<file path="config.mk">
export PLATFORM = sky130hd
export DESIGN_NAME = imu_angle_frame_decoder
export DESIGN_NICKNAME = d
export VERILOG_FILES = /design/src/hdl/iafd_pkg.sv /design/src/hdl/iafd_framer.sv /design/src/hdl/iafd_angle.sv /design/src/hdl/imu_angle_frame_decoder.sv
export SDC_FILE = /design/constraint.sdc
export NUM_CORES = 1
export LEC_CHECK = 0
export CORE_AREA = 2 2 206 208
export DETAILED_ROUTE_END_ITERATION = 10
export DIE_AREA = 0 0 208 210
export DONT_BUFFER_PORTS = 1
export GPL_TIMING_DRIVEN = 0
export PLACE_DENSITY_LB_ADDON = 0.12
export SYNTH_ARGS = -nofsm -noshare
export SYNTH_HDL_FRONTEND = slang
export SYNTH_HIERARCHICAL = 1
export SYNTH_SLANG_ARGS = --single-unit
</file>
<file path="constraint.sdc">
create_clock -name clk -period 8.48 [get_ports clk]
set_input_delay 0.848 -clock clk [delete_from_list [all_inputs] [get_ports clk]]
set_output_delay 0.848 -clock clk [all_outputs]
set_load 0.005 [all_outputs]
</file>
<file path="src/hdl/iafd_pkg.sv">
package iafd_pkg;

  // frame layout
  localparam logic [7:0] FRAME_HEADER  = 8'hAA;
  localparam logic [7:0] FRAME_TRAILER = 8'h55;
  localparam int unsigned DATA_BYTES   = 6;
  localparam logic [2:0] POS_HUNT      = 3'd0;
  localparam logic [2:0] POS_LAST      = 3'd7;

  // word / 100 as (word * DIV_MULT) >> DIV_SHIFT, exact for all 16-bit words
  localparam int unsigned DIV_SHIFT    = 23;
  localparam logic [16:0] DIV_MULT     = 17'd83887;

  // angle folding thresholds
  localparam logic [9:0] ANGLE_DIRECT_MAX = 10'd179;
  localparam logic [9:0] ANGLE_FOLD_MAX   = 10'd475;
  localparam logic [9:0] ANGLE_FOLD_BASE  = 10'd655;
  localparam logic [9:0] ANGLE_WRAP_OFS   = 10'd295;

  typedef logic [DATA_BYTES-1:0][7:0] frame_data_t;
  typedef logic [8:0]                 angle_t;

endpackage

</file>
<file path="src/hdl/iafd_framer.sv">
module iafd_framer (
  input  logic                  clk,
  input  logic                  rst_n,
  input  logic                  rx_vld,
  input  logic [7:0]            rx_byte,
  output logic                  frame_hit,
  output iafd_pkg::frame_data_t frame_data
);

  logic [2:0]            pos_r;
  logic [2:0]            pos_nxt;
  iafd_pkg::frame_data_t data_r;

  always_comb begin
    pos_nxt = pos_r;
    if (rx_vld) begin
      if (pos_r == iafd_pkg::POS_HUNT) begin
        if (rx_byte == iafd_pkg::FRAME_HEADER) begin
          pos_nxt = pos_r + 3'd1;
        end
      end else if (pos_r == iafd_pkg::POS_LAST) begin
        pos_nxt = iafd_pkg::POS_HUNT;
      end else begin
        pos_nxt = pos_r + 3'd1;
      end
    end
  end

  always_ff @(posedge clk) begin
    if (!rst_n) begin
      pos_r <= iafd_pkg::POS_HUNT;
    end else begin
      pos_r <= pos_nxt;
    end
  end

  // data bytes land at position - 1
  always_ff @(posedge clk) begin
    for (int i = 0; i < iafd_pkg::DATA_BYTES; i++) begin
      if (rx_vld && pos_r == 3'(i + 1)) begin
        data_r[i] <= rx_byte;
      end
    end
  end

  // good trailer on the presented byte; the caller qualifies it with its valid
  assign frame_hit  = (pos_r == iafd_pkg::POS_LAST) &&
                      (rx_byte == iafd_pkg::FRAME_TRAILER);
  assign frame_data = data_r;

  a_hunt_stays: assert property (@(posedge clk) disable iff (!rst_n)
    rx_vld && pos_r == iafd_pkg::POS_HUNT && rx_byte != iafd_pkg::FRAME_HEADER
    |=> pos_r == iafd_pkg::POS_HUNT)
    else $error("framer left hunt without header");

  a_frame_end: assert property (@(posedge clk) disable iff (!rst_n)
    rx_vld && pos_r == iafd_pkg::POS_LAST |=> pos_r == iafd_pkg::POS_HUNT)
    else $error("framer did not return to hunt after last byte");

  a_mid_advance: assert property (@(posedge clk) disable iff (!rst_n)
    rx_vld && pos_r != iafd_pkg::POS_HUNT && pos_r != iafd_pkg::POS_LAST
    |=> pos_r == $past(pos_r) + 3'd1)
    else $error("framer position did not advance mid-frame");

endmodule

</file>
<file path="src/hdl/iafd_angle.sv">
module iafd_angle (
  input  logic [7:0]       word_hi,
  input  logic [7:0]       word_lo,
  output iafd_pkg::angle_t angle
);

  logic [15:0] word;
  logic [32:0] prod;
  logic [9:0]  raw;
  logic [9:0]  folded;

  assign word = {word_hi, word_lo};
  // reciprocal multiply, truncating divide by 100
  assign prod = {17'd0, word} * {16'd0, iafd_pkg::DIV_MULT};
  assign raw  = prod[iafd_pkg::DIV_SHIFT +: 10];

  always_comb begin
    if (raw <= iafd_pkg::ANGLE_DIRECT_MAX) begin
      folded = raw;
    end else if (raw <= iafd_pkg::ANGLE_FOLD_MAX) begin
      folded = iafd_pkg::ANGLE_FOLD_BASE - raw;
    end else if (raw == iafd_pkg::ANGLE_FOLD_BASE) begin
      folded = 10'd0;
    end else begin
      // negated fold plus a full turn
      folded = raw - iafd_pkg::ANGLE_WRAP_OFS;
    end
  end

  assign angle = folded[8:0];

endmodule

</file>
<file path="src/hdl/imu_angle_frame_decoder.sv">
// imu angle frame decoder
//
// input channel: one serial link byte per transfer on in_rx_byte, valid/ready.
// frames are 8 bytes: header 0xAA, three big-endian 16-bit words (yaw,
// pitch, roll), trailer 0x55. bytes outside a frame are dropped while
// hunting for the header; a header value inside a frame is plain data.
// output channel: one word of yaw/pitch/roll in whole degrees per frame
// with a good trailer; a bad trailer gives nothing.
// throughput: one byte per cycle, set by the single input register stage,
// unless a stalled result blocks it. an accepted trailer byte passes the
// input register, and its result is presented from the output register.
// when the receiver stalls, the result holds in the output register and
// the input register still drains bytes that give no result; a second
// result waits in the input register, and only then does in_ready drop.
// reset (rst_n low, synchronous) empties both registers and restarts the
// header hunt; the stored frame data needs no reset.
module imu_angle_frame_decoder (
  input  logic       clk,
  input  logic       rst_n,
  input  logic       in_valid,
  output logic       in_ready,
  input  logic [7:0] in_rx_byte,
  output logic       out_valid,
  input  logic       out_ready,
  output logic [8:0] out_yaw_deg,
  output logic [8:0] out_pitch_deg,
  output logic [8:0] out_roll_deg
);

  // input register
  logic                  in_vld_r;
  logic [7:0]            in_byte_r;
  // framer interface
  logic                  stage_adv;
  logic                  frame_hit;
  iafd_pkg::frame_data_t frame_data;
  // decoded angles
  iafd_pkg::angle_t      yaw_nxt;
  iafd_pkg::angle_t      pitch_nxt;
  iafd_pkg::angle_t      roll_nxt;
  // output register
  logic                  out_vld_r;
  iafd_pkg::angle_t      yaw_r;
  iafd_pkg::angle_t      pitch_r;
  iafd_pkg::angle_t      roll_r;
  logic                  out_free;
  logic                  stage_hit;

  // output register can take a new word this cycle
  assign out_free  = !out_vld_r || out_ready;

  // stage word is a good trailer if it would finish a frame
  assign stage_hit = frame_hit;

  // stage moves on unless it holds a result and the output is full
  assign stage_adv = in_vld_r && (!stage_hit || out_free);
  assign in_ready  = !in_vld_r || stage_adv;

  always_ff @(posedge clk) begin
    if (!rst_n) begin
      in_vld_r <= 1'b0;
    end else if (in_ready) begin
      in_vld_r <= in_valid;
    end
  end

  always_ff @(posedge clk) begin
    if (in_valid && in_ready) begin
      in_byte_r <= in_rx_byte;
    end
  end

  // framer sees only bytes that leave the stage, so a stalled trailer
  // is not counted twice
  iafd_framer u_framer (
    .clk        (clk),
    .rst_n      (rst_n),
    .rx_vld     (stage_adv),
    .rx_byte    (in_byte_r),
    .frame_hit  (frame_hit),
    .frame_data (frame_data)
  );

  iafd_angle u_yaw (
    .word_hi (frame_data[0]),
    .word_lo (frame_data[1]),
    .angle   (yaw_nxt)
  );

  iafd_angle u_pitch (
    .word_hi (frame_data[2]),
    .word_lo (frame_data[3]),
    .angle   (pitch_nxt)
  );

  iafd_angle u_roll (
    .word_hi (frame_data[4]),
    .word_lo (frame_data[5]),
    .angle   (roll_nxt)
  );

  always_ff @(posedge clk) begin
    if (!rst_n) begin
      out_vld_r <= 1'b0;
    end else if (out_free) begin
      out_vld_r <= stage_adv && stage_hit;
    end
  end

  always_ff @(posedge clk) begin
    if (out_free && stage_adv && stage_hit) begin
      yaw_r   <= yaw_nxt;
      pitch_r <= pitch_nxt;
      roll_r  <= roll_nxt;
    end
  end

  assign out_valid     = out_vld_r;
  assign out_yaw_deg   = yaw_r;
  assign out_pitch_deg = pitch_r;
  assign out_roll_deg  = roll_r;

  a_angle_range: assert property (@(posedge clk) disable iff (!rst_n)
    out_vld_r |-> (yaw_r <= 9'd475) && (pitch_r <= 9'd475) && (roll_r <= 9'd475))
    else $error("decoded angle out of range");

  a_stage_holds: assert property (@(posedge clk) disable iff (!rst_n)
    in_vld_r && !stage_adv |=> in_vld_r && $stable(in_byte_r))
    else $error("input stage lost a blocked byte");

  a_result_source: assert property (@(posedge clk) disable iff (!rst_n)
    $rose(out_vld_r) |-> $past(stage_adv && stage_hit))
    else $error("result appeared without a finished frame");

endmodule
</file>
==> reports/qor.yml, run 1 <==
status: "completed"
holdBufCountCts: 0
clk_latency_ns: 0.37
tightest_slew_ns: 0.928
syn_area_um2: 20600
rr_worst_depth: 24
final_nets: 2781
antenna_cells: 0
maxSlewHeadroom: 0.366
core_um2: 41500
cts_tree: "yes"
r2r_setup_slack_ns: 0.52
grt_pass1_wl_um: 78100
synth_nets: 2769
async_flop_share: 0
worst_slack_ns: 0.523
drc: 0
row_count: 75
cts_buffer_depth: 2
initial_core_util: 0.496
grt_max_degree: 28
netlist_instances: 2058
drt_iter0_markers: 682
cts_sinks: 88
dieArea_um2: 43700
yosysUniqueCellTypes: 129
hp-class: "input port to register"
cp-end-kind: "register"
antenna_found_initial: 0
dp_hpwl_um: 39700
synth_edf_count: 83
critPathRequiredTime_ns: 8.66
crit_path_start_kind: "register"
tns_ns: 0
critPathLaunch: "u_framer/frame_data[45]"
first_global_vias: 15300
pre_cts_ws_ns: 0.638
die_w_um: 208
synth_ff_type: "edfxtp_1"
syn_to_final_growth_pct: 4.97
fp.dieH_um: 210
drive_above_1_share: 0.0573
maxClockFrequency_ghz: 0.126
ir_drop_uv: 584
ant_nets: 0
maxCapViolations: 0
yosysWarnings: 6
numCtsBuffers: 9
gr-total-overflow: 0
synth_seq_cells: 88
ys_seq_area_frac: 0.126
vias: 14300
setup_violations: 0
skew_ns: 0.00649
reg2reg_from: "u_framer/frame_data[45]"
holdCritStartpoint: "in_rx_byte[0]"
leakage_uw: 0.0109
dr.pass1.iters: 5
drv_slew: 0
crit_path_max_fanout: 7
rsz0062_at_grt: "no"
hold_viol: 0
synth_area_per_cell_um2: 9.99
reg2reg_to: "out_roll_deg[8]"
wl_per_cell_um: 17.3
endpoint: "out_roll_deg[8]"
post_cts_resized: 0
period_share: 0.938
grt_use_total: 0.220
cts_max_level: 3
wirelength_um: 45300
post-cts-setup-buffers: 0
finalCriticalPeriod_ns: 7.96
clk_pin_slew_ns: 0.07
power.density_nw_per_um2: 177
io_pins: 41
critPathArrivalTime_ns: 8.14
crit_type: "register to register"
portBuffers: 0
viasPerCell: 5.47
cts_root_buf: "clkbuf_16"
gp_congestion: 0.894
critical path, cell delays in order, from the launching register on:
cell	delay [ns]
edfxtp_1	0.57
fa_1	0.65
inv_1	0.11
fa_1	0.51
inv_1	0.05
fa_1	0.52
fa_1	0.47
fa_1	0.57
inv_1	0.06
fa_1	0.54
inv_1	0.06
ha_1	0.41
nand2_1	0.15
nor4_4	0.31
o32ai_1	0.21
and2_4	0.22
nand3_1	0.09
nor2b_1	0.26
ha_1	0.28
inv_1	0.07
a2111oi_0	0.82
o32ai_1	0.29
a21oi_1	0.21
o21bai_1	0.10
o32ai_1	0.24
layer usage:
| metal | wire (um) | track usage |
|---|---|---|
| met2 | 21400 | 0.374 |
| met5 | 0 | 0 |
| met1 | 21700 | 0.306 |
| met3 | 1360 | 0.0238 |
| met4 | 794 | 0.0467 |
cells by family after synthesis:
kind of cell             Yosys count  share of synthesized area
adder cells (fa/ha/maj)          699                      0.532
AND/OR/NAND/NOR                  357                      0.101
flip-flops                        88                      0.126
buffers and inverters            546                      0.102
multiplexers                      10                    0.00499
XOR/XNOR                          24                     0.0152
AO/OA/AOI/OAI                    334                      0.119
synthesized netlist by cell type (13+ instances only):
library cell | count | area share
nor3_1 | 23 | 0.0056
nand3_1 | 38 | 0.0093
and3_1 | 14 | 0.0043
nand2_1 | 97 | 0.018
o21ai_0 | 50 | 0.012
fa_1 | 291 | 0.28
nor2_1 | 43 | 0.0079
o211ai_1 | 19 | 0.0069
nand4_1 | 23 | 0.0070
ha_1 | 408 | 0.25
a21oi_1 | 78 | 0.019
and2_1 | 13 | 0.0040
inv_1 | 526 | 0.096
edfxtp_1 | 83 | 0.12
a21o_1 | 20 | 0.0073
metrics by stage:
step                      hold WS [ns]  std cells  power, uW  instance area [um^2]  utilization
final                            0.575       2614       3810                 21600        0.520
after global routing             0.561       2614       4210                 21600        0.520
after CTS                        0.555       2614       3820                 21600        0.520
after detailed placement         0.561       2598       3340                 21300        0.512
after global placement           0.514       2597       3330                 21200        0.512
after floorplan                  0.497       2058       2680                 20600            -
final cells by class:
class | count | area, um^2
buffer | 20 | 118
sequential | 88 | 2590
fill | 3878 | 19900
inverter | 526 | 1970
clock buffer | 9 | 225
clock inverter | 7 | 95.1
multi-input combinational | 1424 | 15900
tap | 539 | 674
timing repair buffer | 1 | 20.0
cells in the final DEF, fill, tap and decap left out, types with 8 or more instances in the layout:
cell       Yosys  final
inv_1        526    526
ha_1         408    408
fa_1         291    291
nand2_1       97     97
edfxtp_1      83     83
a21oi_1       78     78
o21ai_0       50     50
nor2_1        43     42
nand3_1       38     38
nor3_1        23     23
nand4_1       23     23
a21o_1        20     20
o211ai_1      19     19
and3_1        14     14
and2_1        13     13
a31oi_1       12     12
o21ai_1       12     12
a211oi_1      12     12
nor4_1        11     11
o22ai_1       11     11
nand2b_1      10     10
xnor2_1       10     10
clkbuf_16      0      9
buf_2          9      9
or2_2          9      9
a211o_1        8      8
o31ai_1        8      8
mux2i_1        8      8
how the worst min path moves through the flow:
| stage | end | slack, ns | depth (start not counted) |
|---|---|---|---|
| floorplan | out_valid | 0.50 | 2 |
| global placement | out_valid | 0.51 | 2 |
| detailed placement | in_vld_r | 0.56 | 2 |
| CTS | in_byte_r[0] | 0.56 | 0 |
| global route | in_byte_r[7] | 0.56 | 0 |
| finish | in_byte_r[0] | 0.57 | 0 |
flip-flops by register name (all words and copies together), names as in the netlist:
signal and cells:
in_byte_r 8, in_vld_r 1, out_pitch_deg 9, out_roll_deg 9
out_valid 1, out_yaw_deg 9, u_framer/frame_data 48, u_framer/pos_r 3
report_power, final:
group          internal (uW)  switching (uW)  total (uW)
clock                    238             192         430
combinational           1110            1720        2830
sequential               526            24.7         551
(Power assumes the default switching activity.)
==> run 2: changes to the inputs <==
ABC_AREA = 1   (was not set)
CORE_AREA = 2 2 215 217   (was 2 2 206 208)
DIE_AREA = 0 0 217 219   (was 0 0 208 210)
==> run 2 against run 1 <==
Against the previous run:
- critical path depth is 4 higher
- count of clock-buffer cells in the layout stayed put
- cell count is 33% higher
- clock skew is 0.012 ns higher
- core utilization is 0.26 points lower
- sequential share of layout area is 0.91 points lower
- design area is 8.2% higher
- sequential power is 11% lower
- total power is 75% lower
- register-to-register slack better by 1.3 ns
- largest cell class unchanged
- largest power group is now sequential cells
==> reports/qor.yml, run 2 <==
power.density_nw_per_um2: 41.5  # -77%
viasPerCell: 4.87  # -11%
largest_reg_flops: 48  # unchanged
skew_ns: 0.0189  # +0.0125 ns
async_flop_share: 0  # unchanged
synth_ff_type: "edfxtp_1"
clk_pin_slew_ns: 0.08  # about the same
ir_drop_uv: 115  # -80%
post-cts-setup-buffers: 0  # unchanged
holdBufCountCts: 0  # unchanged
slowest_delay_ns: 0.67  # -0.15 ns
first_global_vias: 17600  # +15%
dpl-instance-area_um2: 23000  # +8.3%
n_fill_cell: 4443  # +15%
whs_ns: 0.571  # -0.00387 ns
hp-class: "register to register"
rsz0062_at_grt: "no"
worstPathBufferInverterCount: 6  # +1
syn_to_final_growth_pct: 4.76
path_delay_family: "adder cells"
post_cts_resized: 0  # unchanged
drive_above_1_share: 0.0538  # -0.00359
io_pins: 41  # unchanged
synth_area_per_cell_um2: 7.77  # -22%
initial_core_util: 0.494  # -0.00148
pre_cts_ws_ns: 1.79  # +1.15 ns
synth_seq_cells: 88  # unchanged
tightest_slew_ns: 1.21  # +0.283 ns
antenna_found_initial: 4  # +4
tns_ns: 0  # unchanged
fin_cells: 3484  # +33%
synth_nets: 3578  # +29%
dp_hpwl_um: 46000  # +16%
fp.dieH_um: 219  # +4.3%
gp_congestion: 0.914  # +2.3%
yosysWarnings: 6  # unchanged
crit_type: "register to register"
path_common_cell: "nand2_1"
grt_pass1_wl_um: 86800  # +11%
maxClockFrequency_ghz: 0.149  # +19%
maxSlewHeadroom: 0.187  # -0.179
post-place-cells: 3467  # +33%
core_um2: 45100  # +8.7%
leakage_uw: 0.0133  # +22%
grt_use_total: 0.230  # +0.0103
worst_slack_ns: 1.78  # +1.26 ns
die_w_um: 217  # +4.3%
mostFrequentLayoutCells: "inv_1 (789), nand2_1 (701), ha_1 (408)"
row_count: 78  # +4.0%
dieArea_um2: 47500  # +8.8%
synth_most_common_cell: "inv_1"
synth_edf_count: 83  # unchanged
crit_path_max_fanout: 7  # unchanged
setup_violations: 0  # unchanged
drc: 0  # unchanged
dr.pass1.iters: 5  # unchanged
synth_area_leaders: "fa_1 (26%), ha_1 (23%), inv_1 (13%), nand2_1 (12%), edfxtp_1 (11%)"
hold_viol: 0  # unchanged
grt_max_degree: 28  # unchanged
ys_seq_area_frac: 0.116  # -0.00975
cp-end-kind: "register"
fin_area_um2: 23300  # +8.2%
cts_root_buf: "clkbuf_16"
gr-total-overflow: 0  # unchanged
finalCriticalPeriod_ns: 6.70  # -1.26 ns
final_common_cell: "inv_1"
ys_top_cells_by_count: "inv_1 (789), nand2_1 (701), ha_1 (408), fa_1 (291), nor2_1 (185)"
netlist_instances: 2867  # +39%
period_share: 0.790  # -0.148
wl_per_cell_um: 14.8  # -15%
wirelength_um: 51500  # +14%
final_nets: 3589  # +29%
synth_top_area_share: 0.261  # -0.0219
maxCapViolations: 0  # unchanged
clk_latency_ns: 0.38  # about the same
cp_slowest_cell: "fa_1"
cts_max_level: 3  # unchanged
cts_sinks: 88  # unchanged
portBuffers: 0  # unchanged
drt_iter0_markers: 829  # +22%
yosysTopAreaCell: "fa_1"
vias: 17000  # +19%
ant_nets: 0  # unchanged
status: "completed"
critPathArrivalTime_ns: 6.83  # -1.31 ns
numCtsBuffers: 9  # unchanged
syn_area_um2: 22300  # +8.4%
critPathRequiredTime_ns: 8.61  # -0.05 ns
crit_path_start_kind: "register"
cts_buffer_depth: 2  # unchanged
cts_tree: "yes"
yosysUniqueCellTypes: 36  # -72%
drv_slew: 0  # unchanged
run 2: metrics by stage:
step	power, uW	utilization
after floorplan	530	-
after global placement	549	0.511
after detailed placement	550	0.511
after CTS	983	0.518
after global routing	1000	0.518
final	968	0.518
run 2: metal layers:
| metal | vias up | global-route usage | share of wire |
|---|---|---|---|
| li1 | 8640 | - | - |
| met1 | 7986 | 0.304 | 0.47 |
| met2 | 283 | 0.405 | 0.48 |
| met3 | 57 | 0.0317 | 0.035 |
| met4 | 6 | 0.0450 | 0.017 |
| met5 | - | 0 | 0.00076 |
run 2: worst min-delay path, cell delays in order (launching register included):
cell,delay [ns]
dfxtp_1,0.35
a21oi_1,0.13
nor2_1,0.05
run 2: final cells by class:
class                      count  area [um^2]  share of cell area
antenna                        1         2.50            0.000107
buffer                         1         7.51            0.000322
clock buffer                   9          225             0.00965
clock inverter                 7         82.6             0.00354
inverter                     814         3060               0.131
multi-input combinational   1964        16600               0.712
sequential                    88         2590               0.111
tap                          600          751              0.0322
run 2: worst paths after layout:
path / end / startpoint / cells after the start / slack [ns]
setup / recovery: out_roll_deg[6] / u_framer/frame_data[45] / 28 / 1.78
setup reg to reg: out_roll_deg[6] / u_framer/frame_data[45] / 28 / 1.78
hold reg to reg: u_framer/pos_r[0] / u_framer/pos_r[0] / 2 / 0.57
hold / removal: u_framer/pos_r[0] / u_framer/pos_r[0] / 2 / 0.57
run 2: logic make-up after synthesis:
group,count (synthesis),share of synthesized area
and+or+nand+nor,1141,0.224
buffers and inverters,815,0.138
adders and majority gates,699,0.491
AOI/OAI and AO/OA,118,0.0293
DFF,88,0.116
xor gates and xnor gates,6,0.00236
run 2: power by group:
| group | leakage, uW | switching, uW | internal, uW |
|---|---|---|---|
| logic | 0.0123 | 33.9 | 17.0 |
| clock network | 0.000152 | 193 | 235 |
| registers | 0.000793 | 10.3 | 479 |
| total | 0.0133 | 237 | 730 |
==> run 3: changes to the inputs <==
clock period = 6 ns   (was 8.48 ns; I/O delays follow)
==> run 3 against run 2 <==
Against the previous run:
- the flow now finishes with violations (setup timing)
- largest power group unchanged
- fmax up 11%
- non-clock buffer count grew 178
- global-route usage grew 1.3 points
- sequential share of layout area shrank 1.3 points
- critical path type unchanged
- first-iteration DRC count increased by 13%
==> reports/qor.yml, run 3 (synthesis results as in run 2) <==
maxSlewHeadroom: 0.158  # -0.0286
drt_iter0_markers: 938  # +13%
wirelength_um: 56800  # +10%
tightest_slew_ns: 1.26  # +0.0508 ns
cts_tree: "yes"
cp_slowest_cell: "fa_2"
cp-end-kind: "register"
critPathArrivalTime_ns: 6.17  # -0.66 ns
dp_hpwl_um: 46000  # unchanged
worst_slack_ns: -0.0435  # -1.82 ns
n_fill_cell: 4202  # -5.4%
portBuffers: 0  # unchanged
core_um2: 45100  # unchanged
final_common_cell: "inv_1"
dieArea_um2: 47500  # unchanged
ir_drop_uv: 166  # +45%
violations: "setup timing"
grt_max_degree: 28  # unchanged
grt_pass1_wl_um: 91300  # +5.3%
clk_latency_ns: 0.38  # about the same
maxCapViolations: 0  # unchanged
grt_use_total: 0.243  # +0.0129
worstPathBufferInverterCount: 6  # unchanged
holdBufCountCts: 0  # unchanged
cts_root_buf: "clkbuf_16"
gp_congestion: 0.914  # unchanged
critPathRequiredTime_ns: 6.13  # -2.48 ns
finalCriticalPeriod_ns: 6.04  # -0.658 ns
antenna_found_initial: 4  # unchanged
path_delay_family: "adder cells"
hp-class: "input port to register"
dr.pass1.iters: 8  # +3
power.density_nw_per_um2: 53.1  # +28%
skew_ns: 0.0175  # -0.00143 ns
maxClockFrequency_ghz: 0.165  # +11%
rsz0062_at_grt: "yes"
period_share: 1.01  # +0.217
leakage_uw: 0.0144  # +8.0%
die_w_um: 217  # unchanged
fin_area_um2: 26300  # +13%
cts_buffer_depth: 2  # unchanged
dpl-instance-area_um2: 23000  # unchanged
fin_cells: 3664  # +5.2%
drive_above_1_share: 0.217  # +0.164
path_common_cell: "nand2_1"
mostFrequentLayoutCells: "inv_1 (737), nand2_1 (584), ha_1 (365)"
tns_ns: -0.163  # -0.163 ns
initial_core_util: 0.494  # unchanged
row_count: 78  # unchanged
largest_reg_flops: 48  # unchanged
slowest_delay_ns: 0.60  # -0.07 ns
drv_slew: 0  # unchanged
cts_max_level: 3  # unchanged
drc: 0  # unchanged
gr-total-overflow: 0  # unchanged
numCtsBuffers: 9  # unchanged
ant_nets: 0  # unchanged
crit_path_max_fanout: 4  # -3
post-place-cells: 3467  # unchanged
io_pins: 41  # unchanged
cts_sinks: 88  # unchanged
final_nets: 3769  # +5.0%
first_global_vias: 18500  # +5.3%
syn_to_final_growth_pct: 18.1
status: "finished, violations left"
viasPerCell: 4.96  # +1.8%
vias: 18200  # +7.0%
hold_viol: 0  # unchanged
wl_per_cell_um: 15.5  # +4.9%
crit_type: "register to register"
clk_pin_slew_ns: 0.07  # about the same
crit_path_start_kind: "register"
fp.dieH_um: 219  # unchanged
setup_violations: 6  # +6
[run 3: final cells by class]
type	instances	area (um^2)	area share
clock inverters	7	82.6	0.00314
plain buffers	1	7.51	0.000285
multi-input cells	1966	18200	0.690
clock buffers	9	225	0.00856
flip-flops and latches	88	2590	0.0985
inverters	814	3090	0.118
repair buffers	178	1400	0.0532
diodes	1	2.50	0.0000951
well taps	600	751	0.0285
[run 3: metrics by stage]
| stage | hold WS (ns) | worst slack (ns) | util | total power [uW] |
|---|---|---|---|---|
| floorplan | 0.503 | 0.0800 | - | 750 |
| global placement | 0.535 | -0.728 | 0.511 | 776 |
| detailed placement | 0.550 | -0.688 | 0.511 | 777 |
| CTS | 0.305 | -0.00359 | 0.551 | 1400 |
| global route | 0.303 | -0.331 | 0.584 | 1440 |
| finish | 0.321 | -0.0435 | 0.584 | 1400 |
[run 3: per-layer routing]
| layer | up-vias | global-route usage | wire length, um |
|---|---|---|---|
| met5 | - | 0 | 39 |
| met4 | 6 | 0.0660 | 1540 |
| met3 | 96 | 0.0335 | 2270 |
| met2 | 399 | 0.426 | 27500 |
| met1 | 8643 | 0.315 | 25400 |
| li1 | 9022 | - | - |
[run 3: worst reg2reg max path, delay by kind of cell (launching register included)]
kind,cells,cell delay (ns)
adder cells (fa/ha/maj),8,3.62
AND/OR/NAND/NOR,15,1.32
flip-flops,1,0.50
buffers and inverters,6,0.35
[run 3: path summary, 6_finish.rpt]
| check | from | end | slack (ns) | depth (start not counted) |
|---|---|---|---|---|
| setup / recovery | u_framer/frame_data[45] | out_roll_deg[7] | -0.04 | 29 |
| hold / removal | in_rx_byte[0] | in_byte_r[0] | 0.32 | 0 |
| setup reg to reg | u_framer/frame_data[45] | out_roll_deg[7] | -0.04 | 29 |
| hold reg to reg | u_framer/pos_r[0] | u_framer/pos_r[0] | 0.56 | 2 |
[run 3: timing repair]
action	CTS	global route
pin swaps	95	149
cloned	1	1
setup endpoints to repair	27	27
resized for setup	179	247
buffers inserted	108	71
[run 3: power breakdown]
part	total, uW	switching (uW)	leakage, uW	internal, uW
clock	610	278	0.000152	332
combinational	96.3	59.9	0.0134	36.5
sequential	691	14.9	0.000793	676
